### src/rtl/sbrc_pkg.sv
// ----------------------------------------------------------------------------
// Snoop bus response collector package
// Shared widths, register indexes and controller/datapath interface types.
// ----------------------------------------------------------------------------
package sbrc_pkg;

    localparam int MAX_PORTS     = 16;
    localparam int TABLE_ENTRIES = 8;
    localparam int PID_SHIFT     = 48;

    localparam int IDX_W      = (TABLE_ENTRIES > 1) ? $clog2(TABLE_ENTRIES) : 1;
    localparam int CNT_W      = $clog2(MAX_PORTS + 1);
    localparam int TYPE_W     = 4;
    localparam int PORT_W     = 4;
    localparam int ADDR_W     = 64;
    localparam int TID_W      = 64;
    localparam int LINE_W     = 16;
    localparam int CFG_IDX_W  = 2;
    localparam int CFG_DATA_W = 5;

    typedef logic [CFG_IDX_W-1:0] t_cfg_idx;

    localparam t_cfg_idx CFG_PORT_COUNT   = 2'd0;
    localparam t_cfg_idx CFG_EMPTY_CODE   = 2'd1;
    localparam t_cfg_idx CFG_UPGRADE_CODE = 2'd2;

    localparam logic [CFG_DATA_W-1:0] PORT_COUNT_RST   = 5'd4;
    localparam logic [TYPE_W-1:0]     EMPTY_CODE_RST   = 4'd0;
    localparam logic [TYPE_W-1:0]     UPGRADE_CODE_RST = 4'd3;

    typedef enum logic [3:0] {
        OP_NONE,
        OP_LOAD,
        OP_LOOKUP,
        OP_REPLY,
        OP_FORWARD,
        OP_REJECT,
        OP_ALLOC,
        OP_RESPOND,
        OP_BCAST
    } t_dp_op;

    typedef struct packed {
        logic is_mem;
        logic single;
        logic hit;
        logic full;
        logic bcast_done;
    } t_dp_status;

endpackage

### src/rtl/sbrc_ctrl.sv
// ----------------------------------------------------------------------------
// Snoop bus response collector controller
// Sequences capture, lookup and decision per word; broadcasts new entries.
// ----------------------------------------------------------------------------
module sbrc_ctrl (
    input  logic                  i_clk,
    input  logic                  i_rst_n,
    input  logic                  start,
    output logic                  busy,
    input  sbrc_pkg::t_dp_status  i_status,
    output sbrc_pkg::t_dp_op      o_op
);

    typedef enum logic [1:0] {
        S_IDLE,
        S_LOOKUP,
        S_DECIDE,
        S_BCAST
    } t_state;

    t_state r_state;
    t_state n_state;
    logic   r_busy;
    logic   n_busy;

    always_comb begin
        n_state = r_state;
        o_op    = sbrc_pkg::OP_NONE;
        unique case (r_state)
            S_IDLE: begin
                if (start) begin
                    o_op    = sbrc_pkg::OP_LOAD;
                    n_state = S_LOOKUP;
                end
            end
            S_LOOKUP: begin
                o_op    = sbrc_pkg::OP_LOOKUP;
                n_state = S_DECIDE;
            end
            S_DECIDE: begin
                n_state = S_IDLE;
                if (i_status.is_mem) begin
                    o_op = sbrc_pkg::OP_REPLY;
                end else if (i_status.single) begin
                    o_op = sbrc_pkg::OP_FORWARD;
                end else if (i_status.hit) begin
                    o_op = sbrc_pkg::OP_RESPOND;
                end else if (i_status.full) begin
                    o_op = sbrc_pkg::OP_REJECT;
                end else begin
                    o_op    = sbrc_pkg::OP_ALLOC;
                    n_state = S_BCAST;
                end
            end
            S_BCAST: begin
                o_op = sbrc_pkg::OP_BCAST;
                if (i_status.bcast_done) begin
                    n_state = S_IDLE;
                end
            end
            default: begin
                n_state = S_IDLE;
            end
        endcase
        n_busy = (n_state != S_IDLE);
    end

    always_ff @(posedge i_clk) begin
        if (!i_rst_n) begin
            r_state <= S_IDLE;
            r_busy  <= 1'b0;
        end else begin
            r_state <= n_state;
            r_busy  <= n_busy;
        end
    end

    assign busy = r_busy;

endmodule

### src/rtl/sbrc_dpath.sv
// ----------------------------------------------------------------------------
// Snoop bus response collector datapath
// Configuration registers, transaction table, lookup and result register.
// ----------------------------------------------------------------------------
module sbrc_dpath (
    input  logic                                 i_clk,
    input  logic                                 i_rst_n,
    input  sbrc_pkg::t_dp_op                     i_op,
    output sbrc_pkg::t_dp_status                 o_status,
    input  logic                                 i_cfg_we,
    input  logic [sbrc_pkg::CFG_IDX_W-1:0]       i_cfg_index,
    input  logic [sbrc_pkg::CFG_DATA_W-1:0]      i_cfg_data,
    input  logic                                 i_func,
    input  logic [sbrc_pkg::TYPE_W-1:0]          i_event_type,
    input  logic [sbrc_pkg::ADDR_W-1:0]          i_address,
    input  logic [sbrc_pkg::PORT_W-1:0]          i_requester,
    input  logic [sbrc_pkg::TID_W-1:0]           i_transaction_id,
    input  logic [sbrc_pkg::LINE_W-1:0]          i_line_index,
    output logic                                 o_valid,
    output logic                                 o_to_memory,
    output logic [sbrc_pkg::PORT_W-1:0]          o_dest_port,
    output logic [sbrc_pkg::TYPE_W-1:0]          o_out_type,
    output logic [sbrc_pkg::ADDR_W-1:0]          o_out_address,
    output logic [sbrc_pkg::PORT_W-1:0]          o_out_requester,
    output logic [sbrc_pkg::TID_W-1:0]           o_out_transaction,
    output logic [sbrc_pkg::LINE_W-1:0]          o_out_line,
    output logic                                 o_table_full,
    output logic                                 o_last
);

    localparam int N = sbrc_pkg::TABLE_ENTRIES;

    logic [sbrc_pkg::CFG_DATA_W-1:0] r_port_count;
    logic [sbrc_pkg::TYPE_W-1:0]     r_empty_code;
    logic [sbrc_pkg::TYPE_W-1:0]     r_upgrade_code;

    logic                            r_func;
    logic [sbrc_pkg::TYPE_W-1:0]     r_type;
    logic [sbrc_pkg::ADDR_W-1:0]     r_addr;
    logic [sbrc_pkg::PORT_W-1:0]     r_req;
    logic [sbrc_pkg::TID_W-1:0]      r_tid;
    logic [sbrc_pkg::LINE_W-1:0]     r_line;

    logic [N-1:0]                    r_ent_valid;
    logic [sbrc_pkg::TID_W-1:0]      r_ent_tid   [N];
    logic [sbrc_pkg::TYPE_W-1:0]     r_ent_type  [N];
    logic [sbrc_pkg::ADDR_W-1:0]     r_ent_addr  [N];
    logic [sbrc_pkg::PORT_W-1:0]     r_ent_owner [N];
    logic [sbrc_pkg::LINE_W-1:0]     r_ent_line  [N];
    logic [sbrc_pkg::CNT_W-1:0]      r_ent_cnt   [N];
    logic                            r_ent_hd    [N];

    logic                            r_hit;
    logic                            r_full;
    logic [sbrc_pkg::IDX_W-1:0]      r_hit_idx;
    logic [sbrc_pkg::IDX_W-1:0]      r_free_idx;

    logic [sbrc_pkg::PORT_W-1:0]     r_port;
    logic [sbrc_pkg::PORT_W-1:0]     r_sent;

    logic                            r_valid;
    logic                            r_to_mem;
    logic [sbrc_pkg::PORT_W-1:0]     r_dest;
    logic [sbrc_pkg::TYPE_W-1:0]     r_otype;
    logic [sbrc_pkg::ADDR_W-1:0]     r_oaddr;
    logic [sbrc_pkg::PORT_W-1:0]     r_oreq;
    logic [sbrc_pkg::TID_W-1:0]      r_otid;
    logic [sbrc_pkg::LINE_W-1:0]     r_oline;
    logic                            r_ofull;
    logic                            r_olast;

    logic                            n_valid;
    logic                            n_to_mem;
    logic [sbrc_pkg::PORT_W-1:0]     n_dest;
    logic [sbrc_pkg::TYPE_W-1:0]     n_otype;
    logic [sbrc_pkg::ADDR_W-1:0]     n_oaddr;
    logic [sbrc_pkg::PORT_W-1:0]     n_oreq;
    logic [sbrc_pkg::TID_W-1:0]      n_otid;
    logic [sbrc_pkg::LINE_W-1:0]     n_oline;
    logic                            n_ofull;
    logic                            n_olast;

    logic [sbrc_pkg::CNT_W-1:0]      pc;
    logic [sbrc_pkg::CNT_W-1:0]      pc_m2;
    logic                            lk_hit;
    logic                            lk_full;
    logic [sbrc_pkg::IDX_W-1:0]      lk_hit_idx;
    logic [sbrc_pkg::IDX_W-1:0]      lk_free_idx;
    logic [sbrc_pkg::CNT_W-1:0]      cur_cnt;
    logic [sbrc_pkg::CNT_W-1:0]      cnt_inc;
    logic                            resp_open;
    logic                            resp_done;
    logic                            new_hd;
    logic                            to_proc;
    logic                            bc_emit;
    logic                            bc_last;

    always_comb begin
        if (r_port_count == '0) begin
            pc = sbrc_pkg::CNT_W'(1);
        end else if (sbrc_pkg::CNT_W'(r_port_count) > sbrc_pkg::CNT_W'(sbrc_pkg::MAX_PORTS)) begin
            pc = sbrc_pkg::CNT_W'(sbrc_pkg::MAX_PORTS);
        end else begin
            pc = sbrc_pkg::CNT_W'(r_port_count);
        end
    end

    assign pc_m2 = pc - sbrc_pkg::CNT_W'(2);

    always_comb begin
        lk_hit      = 1'b0;
        lk_full     = 1'b1;
        lk_hit_idx  = '0;
        lk_free_idx = '0;
        for (int i = N - 1; i >= 0; i--) begin
            if (r_ent_valid[i] && (r_ent_tid[i] == r_tid)) begin
                lk_hit     = 1'b1;
                lk_hit_idx = sbrc_pkg::IDX_W'(i);
            end
            if (!r_ent_valid[i]) begin
                lk_full     = 1'b0;
                lk_free_idx = sbrc_pkg::IDX_W'(i);
            end
        end
    end

    assign cur_cnt   = r_ent_cnt[r_hit_idx];
    assign cnt_inc   = cur_cnt + sbrc_pkg::CNT_W'(1);
    assign resp_open = (cur_cnt < pc);
    assign resp_done = (cnt_inc == pc);
    assign new_hd    = r_ent_hd[r_hit_idx] | (r_type != r_empty_code);
    assign to_proc   = (r_ent_type[r_hit_idx] == r_upgrade_code) | new_hd;
    assign bc_emit   = (r_port != r_req);
    assign bc_last   = (sbrc_pkg::CNT_W'(r_sent) == pc_m2);

    assign o_status.is_mem     = r_func;
    assign o_status.single     = (pc == sbrc_pkg::CNT_W'(1));
    assign o_status.hit        = r_hit;
    assign o_status.full       = r_full;
    assign o_status.bcast_done = bc_emit & bc_last;

    always_comb begin
        n_valid  = 1'b0;
        n_to_mem = 1'b0;
        n_dest   = r_req;
        n_otype  = r_type;
        n_oaddr  = r_addr;
        n_oreq   = r_req;
        n_otid   = r_tid;
        n_oline  = r_line;
        n_ofull  = 1'b0;
        n_olast  = 1'b1;
        case (i_op) inside
            sbrc_pkg::OP_REPLY, sbrc_pkg::OP_FORWARD: begin
                n_valid = 1'b1;
            end
            sbrc_pkg::OP_REJECT: begin
                n_valid = 1'b1;
                n_ofull = 1'b1;
            end
            sbrc_pkg::OP_RESPOND: begin
                n_valid = resp_open & resp_done;
                n_otype = r_ent_type[r_hit_idx];
                n_oaddr = r_ent_addr[r_hit_idx];
                n_oreq  = r_ent_owner[r_hit_idx];
                n_otid  = r_ent_tid[r_hit_idx];
                n_oline = r_ent_line[r_hit_idx];
                if (to_proc) begin
                    n_dest = r_ent_tid[r_hit_idx][sbrc_pkg::PID_SHIFT +: sbrc_pkg::PORT_W];
                end else begin
                    n_to_mem = 1'b1;
                    n_dest   = '0;
                end
            end
            sbrc_pkg::OP_BCAST: begin
                n_valid = bc_emit;
                n_dest  = r_port;
                n_olast = bc_last;
            end
            default: begin
                n_valid = 1'b0;
            end
        endcase
    end

    always_ff @(posedge i_clk) begin
        if (!i_rst_n) begin
            r_port_count   <= sbrc_pkg::PORT_COUNT_RST;
            r_empty_code   <= sbrc_pkg::EMPTY_CODE_RST;
            r_upgrade_code <= sbrc_pkg::UPGRADE_CODE_RST;
        end else if (i_cfg_we) begin
            unique case (i_cfg_index)
                sbrc_pkg::CFG_PORT_COUNT:   r_port_count   <= i_cfg_data;
                sbrc_pkg::CFG_EMPTY_CODE:   r_empty_code   <= i_cfg_data[sbrc_pkg::TYPE_W-1:0];
                sbrc_pkg::CFG_UPGRADE_CODE: r_upgrade_code <= i_cfg_data[sbrc_pkg::TYPE_W-1:0];
                default: begin
                end
            endcase
        end
    end

    always_ff @(posedge i_clk) begin
        if (!i_rst_n) begin
            r_ent_valid <= '0;
            r_valid     <= 1'b0;
        end else begin
            r_valid <= n_valid;
            case (i_op)
                sbrc_pkg::OP_REPLY: begin
                    if (r_hit) begin
                        r_ent_valid[r_hit_idx] <= 1'b0;
                    end
                end
                sbrc_pkg::OP_ALLOC: begin
                    r_ent_valid[r_free_idx] <= 1'b1;
                end
                sbrc_pkg::OP_RESPOND: begin
                    if (resp_open && resp_done && to_proc) begin
                        r_ent_valid[r_hit_idx] <= 1'b0;
                    end
                end
                default: begin
                end
            endcase
        end
    end

    always_ff @(posedge i_clk) begin
        case (i_op)
            sbrc_pkg::OP_LOAD: begin
                r_func <= i_func;
                r_type <= i_event_type;
                r_addr <= i_address;
                r_req  <= i_requester;
                r_tid  <= i_transaction_id;
                r_line <= i_line_index;
            end
            sbrc_pkg::OP_LOOKUP: begin
                r_hit      <= lk_hit;
                r_full     <= lk_full;
                r_hit_idx  <= lk_hit_idx;
                r_free_idx <= lk_free_idx;
            end
            sbrc_pkg::OP_ALLOC: begin
                r_ent_tid[r_free_idx]   <= r_tid;
                r_ent_type[r_free_idx]  <= r_type;
                r_ent_addr[r_free_idx]  <= r_addr;
                r_ent_owner[r_free_idx] <= r_req;
                r_ent_line[r_free_idx]  <= r_line;
                r_ent_cnt[r_free_idx]   <= sbrc_pkg::CNT_W'(1);
                r_ent_hd[r_free_idx]    <= 1'b0;
                r_port                  <= '0;
                r_sent                  <= '0;
            end
            sbrc_pkg::OP_RESPOND: begin
                if (resp_open) begin
                    r_ent_cnt[r_hit_idx] <= cnt_inc;
                    r_ent_hd[r_hit_idx]  <= new_hd;
                end
            end
            sbrc_pkg::OP_BCAST: begin
                r_port <= r_port + sbrc_pkg::PORT_W'(1);
                if (bc_emit) begin
                    r_sent <= r_sent + sbrc_pkg::PORT_W'(1);
                end
            end
            default: begin
            end
        endcase
    end

    always_ff @(posedge i_clk) begin
        r_to_mem <= n_to_mem;
        r_dest   <= n_dest;
        r_otype  <= n_otype;
        r_oaddr  <= n_oaddr;
        r_oreq   <= n_oreq;
        r_otid   <= n_otid;
        r_oline  <= n_oline;
        r_ofull  <= n_ofull;
        r_olast  <= n_olast;
    end

    assign o_valid           = r_valid;
    assign o_to_memory       = r_to_mem;
    assign o_dest_port       = r_dest;
    assign o_out_type        = r_otype;
    assign o_out_address     = r_oaddr;
    assign o_out_requester   = r_oreq;
    assign o_out_transaction = r_otid;
    assign o_out_line        = r_oline;
    assign o_table_full      = r_ofull;
    assign o_last            = r_olast;

endmodule

### src/rtl/snoop_bus_response_collector_unit.sv
// ----------------------------------------------------------------------------
// Snoop bus response collector
// Broadcasts requests, counts snoop responses and routes completed words.
// ----------------------------------------------------------------------------
// Channel   | Handshake               | Payload
// input     | start, busy             | i_func .. i_line_index
// result    | o_valid (strobe)        | o_to_memory .. o_last
// config    | i_cfg_valid, o_cfg_ready| i_cfg_index, i_cfg_data
//
// A word runs load, lookup and decide; its strobe and busy low then coincide.
// A stored new request is then broadcast, one copy per cycle,
// (port count - 1) copies in all, none in the cycle at the requester's port.
// Lookup of the transaction table has a state of its own and is registered.
// Reset is synchronous and clears the table valid bits and the controller.
// Results are shown for one cycle each and cannot be held off.
module snoop_bus_response_collector_unit (
    input  logic                              i_clk,
    input  logic                              i_rst_n,
    input  logic                              start,
    output logic                              busy,
    input  logic                              i_func,
    input  logic [sbrc_pkg::TYPE_W-1:0]       i_event_type,
    input  logic [sbrc_pkg::ADDR_W-1:0]       i_address,
    input  logic [sbrc_pkg::PORT_W-1:0]       i_requester,
    input  logic [sbrc_pkg::TID_W-1:0]        i_transaction_id,
    input  logic [sbrc_pkg::LINE_W-1:0]       i_line_index,
    output logic                              o_valid,
    output logic                              o_to_memory,
    output logic [sbrc_pkg::PORT_W-1:0]       o_dest_port,
    output logic [sbrc_pkg::TYPE_W-1:0]       o_out_type,
    output logic [sbrc_pkg::ADDR_W-1:0]       o_out_address,
    output logic [sbrc_pkg::PORT_W-1:0]       o_out_requester,
    output logic [sbrc_pkg::TID_W-1:0]        o_out_transaction,
    output logic [sbrc_pkg::LINE_W-1:0]       o_out_line,
    output logic                              o_table_full,
    output logic                              o_last,
    input  logic                              i_cfg_valid,
    output logic                              o_cfg_ready,
    input  logic [sbrc_pkg::CFG_IDX_W-1:0]    i_cfg_index,
    input  logic [sbrc_pkg::CFG_DATA_W-1:0]   i_cfg_data
);

    sbrc_pkg::t_dp_op     op;
    sbrc_pkg::t_dp_status status;

    assign o_cfg_ready = 1'b1;

    sbrc_ctrl u_ctrl (
        .i_clk    (i_clk),
        .i_rst_n  (i_rst_n),
        .start    (start),
        .busy     (busy),
        .i_status (status),
        .o_op     (op)
    );

    sbrc_dpath u_dpath (
        .i_clk             (i_clk),
        .i_rst_n           (i_rst_n),
        .i_op              (op),
        .o_status          (status),
        .i_cfg_we          (i_cfg_valid),
        .i_cfg_index       (i_cfg_index),
        .i_cfg_data        (i_cfg_data),
        .i_func            (i_func),
        .i_event_type      (i_event_type),
        .i_address         (i_address),
        .i_requester       (i_requester),
        .i_transaction_id  (i_transaction_id),
        .i_line_index      (i_line_index),
        .o_valid           (o_valid),
        .o_to_memory       (o_to_memory),
        .o_dest_port       (o_dest_port),
        .o_out_type        (o_out_type),
        .o_out_address     (o_out_address),
        .o_out_requester   (o_out_requester),
        .o_out_transaction (o_out_transaction),
        .o_out_line        (o_out_line),
        .o_table_full      (o_table_full),
        .o_last            (o_last)
    );

endmodule

### config.mk
export PLATFORM = sky130hd
export DESIGN_NAME = snoop_bus_response_collector_unit
export DESIGN_NICKNAME = d
export VERILOG_FILES = /design/src/rtl/sbrc_pkg.sv /design/src/rtl/sbrc_ctrl.sv /design/src/rtl/sbrc_dpath.sv /design/src/rtl/snoop_bus_response_collector_unit.sv
export SDC_FILE = /design/constraint.sdc
export NUM_CORES = 2
export LEC_CHECK = 0
export BUFFER_PORTS_ARGS = -buffer_cell sky130_fd_sc_hd__buf_4
export CORE_ASPECT_RATIO = 0.7
export CORE_MARGIN = 3
export CORE_UTILIZATION = 55
export CTS_CLUSTER_SIZE = 28
export DETAILED_ROUTE_END_ITERATION = 8
export PLACE_DENSITY_LB_ADDON = 0.05
export SETUP_SLACK_MARGIN = 0.4
export SYNTH_ARGS = -nofsm -noshare
export SYNTH_HDL_FRONTEND = slang
export SYNTH_SLANG_ARGS = --single-unit
### constraint.sdc
create_clock -name i_clk -period 17.04 [get_ports i_clk]
set_clock_uncertainty 0.05 [all_clocks]
set_input_delay 1.704 -clock i_clk [delete_from_list [all_inputs] [get_ports i_clk]]
set_output_delay 1.704 -clock i_clk [all_outputs]
set_load 0.05 [all_outputs]
* Yosys cells after proc, flatten, opt, wreduce, memory -nomap -nowiden *
Memory sizes are Yosys's and may differ from the RTL's.
Cells that the tools add are included.

operators by class
  bitwise gates (word level) = 9
  add/sub/neg operators = 4
  reductions and logical operators = 34
  muxes and demuxes = 78
  $lt $le $gt $ge = 6
  eq/ne operators = 30

operators by type and width
  operator                                                    count
  == test 64 bit                                              8
  two-way mux 64 bit                                          6
  two-way mux 4 bit                                           15
  two-way mux 16 bit                                          3
  two-way mux 3 bit                                           10
  one-hot mux 8 bit (3 select lines)                          1
  two-way mux 2 bit                                           11
  two-way mux 1 bit                                           21
  == test 4 x 3 -> 1 bit, second input constant               4
  two-way mux 8 bit                                           2
  one-hot mux 4 bit (2 select lines)                          2
  one-hot mux 4 bit (4 select lines)                          1
  two-way mux 5 bit                                           3
  logical AND 1 bit                                           12
  AND reduction 2 bit                                         5
  OR reduction 5 bit                                          2
  adder 4 x 1 -> 4 bit, second input constant                 2
  AND 8 bit                                                   1
  == test 4 x 2 -> 1 bit, second input constant               2
  less-than comparator 3 x 4 -> 1 bit, second input constant  2
  inequality test 4 bit                                       2
  NOT 8 bit                                                   1
  bitwise OR 8 bit                                            1
  one-hot mux 2 bit (4 select lines)                          1
  other kinds (30)                                            43

word-level totals
  register bits = 353
  bits of input ports = 164
  logic and storage cells = 200
  memories = 7
  output and inout port bits = 162
  bits in writable memories = 1264

memory list
  name                 words  bits a word  read ports  clocked after Yosys merged registers in  wr ports  line              RTL
  u_dpath.r_ent_addr   8      64           1           0                                        1         sbrc_dpath.sv:47  logic [sbrc_pkg::ADDR_W-1:0] r_ent_addr [N];
  u_dpath.r_ent_tid    8      64           9           0                                        1         sbrc_dpath.sv:45  logic [sbrc_pkg::TID_W-1:0] r_ent_tid [N];
  u_dpath.r_ent_line   8      16           1           0                                        1         sbrc_dpath.sv:49  logic [sbrc_pkg::LINE_W-1:0] r_ent_line [N];
  u_dpath.r_ent_cnt    8      5            1           0                                        1         sbrc_dpath.sv:50  logic [sbrc_pkg::CNT_W-1:0] r_ent_cnt [N];
  u_dpath.r_ent_owner  8      4            1           0                                        1         sbrc_dpath.sv:48  logic [sbrc_pkg::PORT_W-1:0] r_ent_owner [N];
  u_dpath.r_ent_type   8      4            1           0                                        1         sbrc_dpath.sv:46  logic [sbrc_pkg::TYPE_W-1:0] r_ent_type [N];
  +1 memories          n/a    n/a          n/a         n/a                                      n/a       n/a

* Longest topological paths before layout *
  depth after elaboration = 12
  depth in mapped cells = 15
  gate-level depth less buffers = 12

* Modules after synthesis *
Synthesis repeated with hierarchy kept, for this count alone.

second synthesis, totals
  cell total of the unflattened synthesis = 4248
  area, all modules = 64999.8 µm²

modules (own cells, without submodules)
  module                             cells an instance  instances  area an instance (µm²)  sequential area each (µm²)
  sbrc_dpath                         4219               1          64740.8                 46654.7
  sbrc_ctrl                          27                 1          247.7                   60.1
  snoop_bus_response_collector_unit  2                  1          11.3                    0.0

* Worst setup path after synthesis *
No wires, ideal clock.

  path kind = in2reg
  start point = input port start
  end point = memory u_dpath.r_ent_cnt[0][0] (netlist bit), enable pin
  cell stages on the path = 6
  path buffers = 0
  setup time = 0.340 ns
  arrival time = 16.426 ns
  data required time = 16.650 ns
  path slack = 0.224 ns
  cells stage by stage = or3b_1 inv_1 nor4_1 nand2b_1 nor3_1 or2_2

on the way
  longest elaborated chain between the ends = 7
  elaborated cells on any way between the ends = 11
  classes of those cells = 2 x eq/ne; 8 x mux; 1 x reduce/logical

ends and longest elaborated chain
  what                                                              line                                     RTL
  from (decl)                                                       snoop_bus_response_collector_unit.sv:19  input logic start,
  two-way mux 1 bit (*)                                             sbrc_ctrl.sv:31                          if (start) begin
  one-hot mux 4 bit (4 select lines) (*)                            sbrc_ctrl.sv:29                          unique case (r_state)
  == test 4 x 3 -> 1 bit                                            sbrc_dpath.sv:229                        case (i_op)
  two-way mux 1 bit                                                 sbrc_dpath.sv:229
  two-way mux 1 bit (implied by the code)                           sbrc_dpath.sv:257                        r_ent_cnt[r_hit_idx] <= cnt_inc;
  OR reduction 5 bit (no line)                                      n/a
  two-way mux 3 bit (no line) or two-way mux 1 bit (tied branches)  n/a
  to (decl)                                                         sbrc_dpath.sv:50

Every way passes the cells marked *; elsewhere a longest branch is shown, timed or not.

==> key figures <==
Status
  • Status: complete, no violations

Floorplan
  • Die X: 412 µm
  • Io pins: 326
  • Die area: 119000 µm²
  • Die height: 290 µm
  • # rows: 103
  • Starting Density: 55.8%
  • Core footprint: 114000 µm²

Drt
  • WL final: 206 mm
  • Avg Vias per Cell: 6.62
  • Final ANT Viol Nets: 0
  • # DRC: 0
  • First-pass iteration count of the detailed router: 6
  • DRT iter0 DRCs: 6533
  • Vias: 39400
  • Drt wl/cell: 34.6 µm

Place
  • Dpl hpwl: 130 mm
  • Placer Congestion: 1.04
  • Dpl cells: 5669
  • DP Worst Slack: 9.92 ns
  • Number of I/O port buffers: 324
  • Cell Area, Placed: 67600 µm²

Timing
  • Hold_ws: 0.452 ns
  • Slew headroom: 7.27%
  • Final WS setup: 9.85 ns
  • Final TNS setup: 0 ns
  • Fmax: 139 MHz
  • RSZ-0062 raised after global routing: false
  • Final Hold Viols: 0
  • Slew @ Worst Pin: 1.38 ns
  • Final Critical Period: 7.19 ns
  • Endpoints failing setup: 0
  • Max-slew violation count: 0
  • Tcrit/Tclk final: 42.2%

Critical path
  • Worst EP arrival: 7.55 ns
  • WS Path Type: reg -> reg
  • Worst setup SP type: flip-flop
  • Setup crit end kind: flip-flop
  • Critical Path RT: 17.39 ns
  • CP max FO: 60

Final layout
  • Util after Layout: 63.9%
  • Layout cells sized above 1: 16.3%
  • Most common cell after layout, fill and taps aside: edfxtp_1
  • Area grow syn2layout: 14.4%
  • Post-route insts no fill: 5954
  • Fin area: 72500 µm²
  • Final Net Count: 4473
  • Most frequent cells in the layout: 1433 x edfxtp_1, 402 x buf_4, 240 x xnor2_1

Power
  • Tot Pwr: 8.60 mW
  • Static leakage: 24.0 nW
  • Max IR drop VDD: 0.000103 V
  • Power per cell area: 119 nW/µm²

Synthesis
  • Seq cells post-synth: 1617
  • Post-synthesis cell type count: 82
  • Synth Instances: 3991
  • Warnings from Yosys: 0
  • Syn_nets: 4164
  • EDFF count, synth: 1433
  • Mapped Area: 63400 µm²
  • Synthesized area per cell: 15.9 µm²
  • Post-synthesis sequential area ratio: 73.7%
  • Dominant synthesized flop cell: edfxtp_1
  • Synth async-reset ratio: 0%

Global routing
  • Antenna violations before repair: 8
  • Largest net degree at the start of global routing: 118
  • Vias in the first global route: 36700
  • Global-route wire length before repair: 286 mm
  • GRT Total Usage: 34.0%
  • GRT overflow: 0

Clock network
  • Num CTS Buffers: 151
  • Hold Buf Count CTS: 0
  • Post-CTS setup buffers: 0
  • Clock Path Buffers: 3
  • Clk root buf: clkbuf_16
  • Clk_lat worst skew: 0.79 ns
  • Sink Count: 1617
  • Clk slew on worst S/H paths: 0.07 ns
  • Htree depth: 4
  • CTS tree: yes
  • Cts repair resizes: 0

Hold path
  • Worst Hold Class: reg -> reg

Flow run
  • MaxCap Viol Count: 0
## synthesized netlist by cell type (39+ instances only)
cell	instances	area, µm²
mux2_2	53	597
nand2_1	99	372
o22ai_1	39	244
mux2i_1	76	761
dfxtp_1	184	3680
nor2_1	155	582
nor4_1	66	413
clkbuf_1	183	687
edfxtp_1	1433	43000
nand4_1	75	469
a31oi_1	87	544
inv_1	83	312
a21oi_1	57	285
a221oi_1	200	1750
a22oi_1	166	1250
xnor2_1	240	2100
o21ai_0	104	521
a22o_1	163	1430
xor2_1	178	1560
## sequential cells by signal, summed over array words and instances (netlist names), 5 cells and up
| name | count |
|---|---|
| u_dpath.r_ent_addr | 512 |
| u_dpath.r_ent_cnt | 40 |
| u_dpath.r_ent_owner | 32 |
| u_dpath.r_ent_line | 128 |
| u_dpath.o_out_transaction | 64 |
| u_dpath.r_ent_tid | 512 |
| u_dpath.o_out_address | 64 |
| u_dpath.r_ent_valid | 8 |
| u_dpath.o_out_line | 16 |
| u_dpath.r_line | 16 |
| u_dpath.r_addr | 64 |
| u_dpath.r_port_count | 5 |
| u_dpath.r_tid | 64 |
| u_dpath.r_ent_hd | 8 |
| u_dpath.r_ent_type | 32 |
## report_power, final
group	switching, mW	internal (mW)	total (mW)
Combinational	0.465	0.205	0.670
Clock	1.47	1.94	3.40
Sequential	0.119	4.41	4.53
## worst max-delay path, cell delays in order, from the launching register on
cell,delay [ns]
edfxtp_1,0.46
buf_4,0.76
and2_1,0.95
a211oi_1,0.18
o2bb2a_2,0.35
ha_1,0.32
nand2_1,0.06
a21oi_1,0.05
or4b_1,0.83
mux2i_1,0.34
nor2_4,0.81
buf_4,0.70
buf_4,0.78
## final timing paths
check                     startpoint                         to  slack [ns]  depth (start not counted)
max             u_dpath.r_hit_idx[0]  u_dpath.r_ent_addr[2][21]        9.85                         12
min          u_dpath.r_port_count[2]    u_dpath.r_port_count[2]        0.45                          2
min reg2reg  u_dpath.r_port_count[2]    u_dpath.r_port_count[2]        0.45                          2
max reg2reg     u_dpath.r_hit_idx[0]  u_dpath.r_ent_addr[2][21]        9.85                         12
## layout make-up
cell class                 count  area (µm²)
antenna                        5        12.5
clock buffer                 229        4350
clock inverter                51         582
fill                        8211       41000
inverter                      87         334
multi-input combinational   2033       15500
sequential                  1617       46700
tap                         1522        1900
timing repair buffer         410        3180
## metal layers
metal  wire (µm)  GRT usage (%)  vias to the layer above
met1       85300           50.8                    20100
met3       28700           12.9                      307
met4        5490           9.56                        6
met5          67              0                        -
li1            -              -                    16400
met2       86600           46.4                     2563
## logic make-up after synthesis
kind of cell               Yosys count  synth area share [%]
muxes                              145                  2.68
xor gates and xnor gates           421                  5.88
DFF                               1617                  73.7
AOI/OAI and AO/OA                  939                  11.3
other                                1               0.00592
buffers and inverters              341                  2.14
adders and majority gates            9                 0.178
and+or+nand+nor                    518                  4.12
No activity file was read; power rests on OpenSTA's default activity.
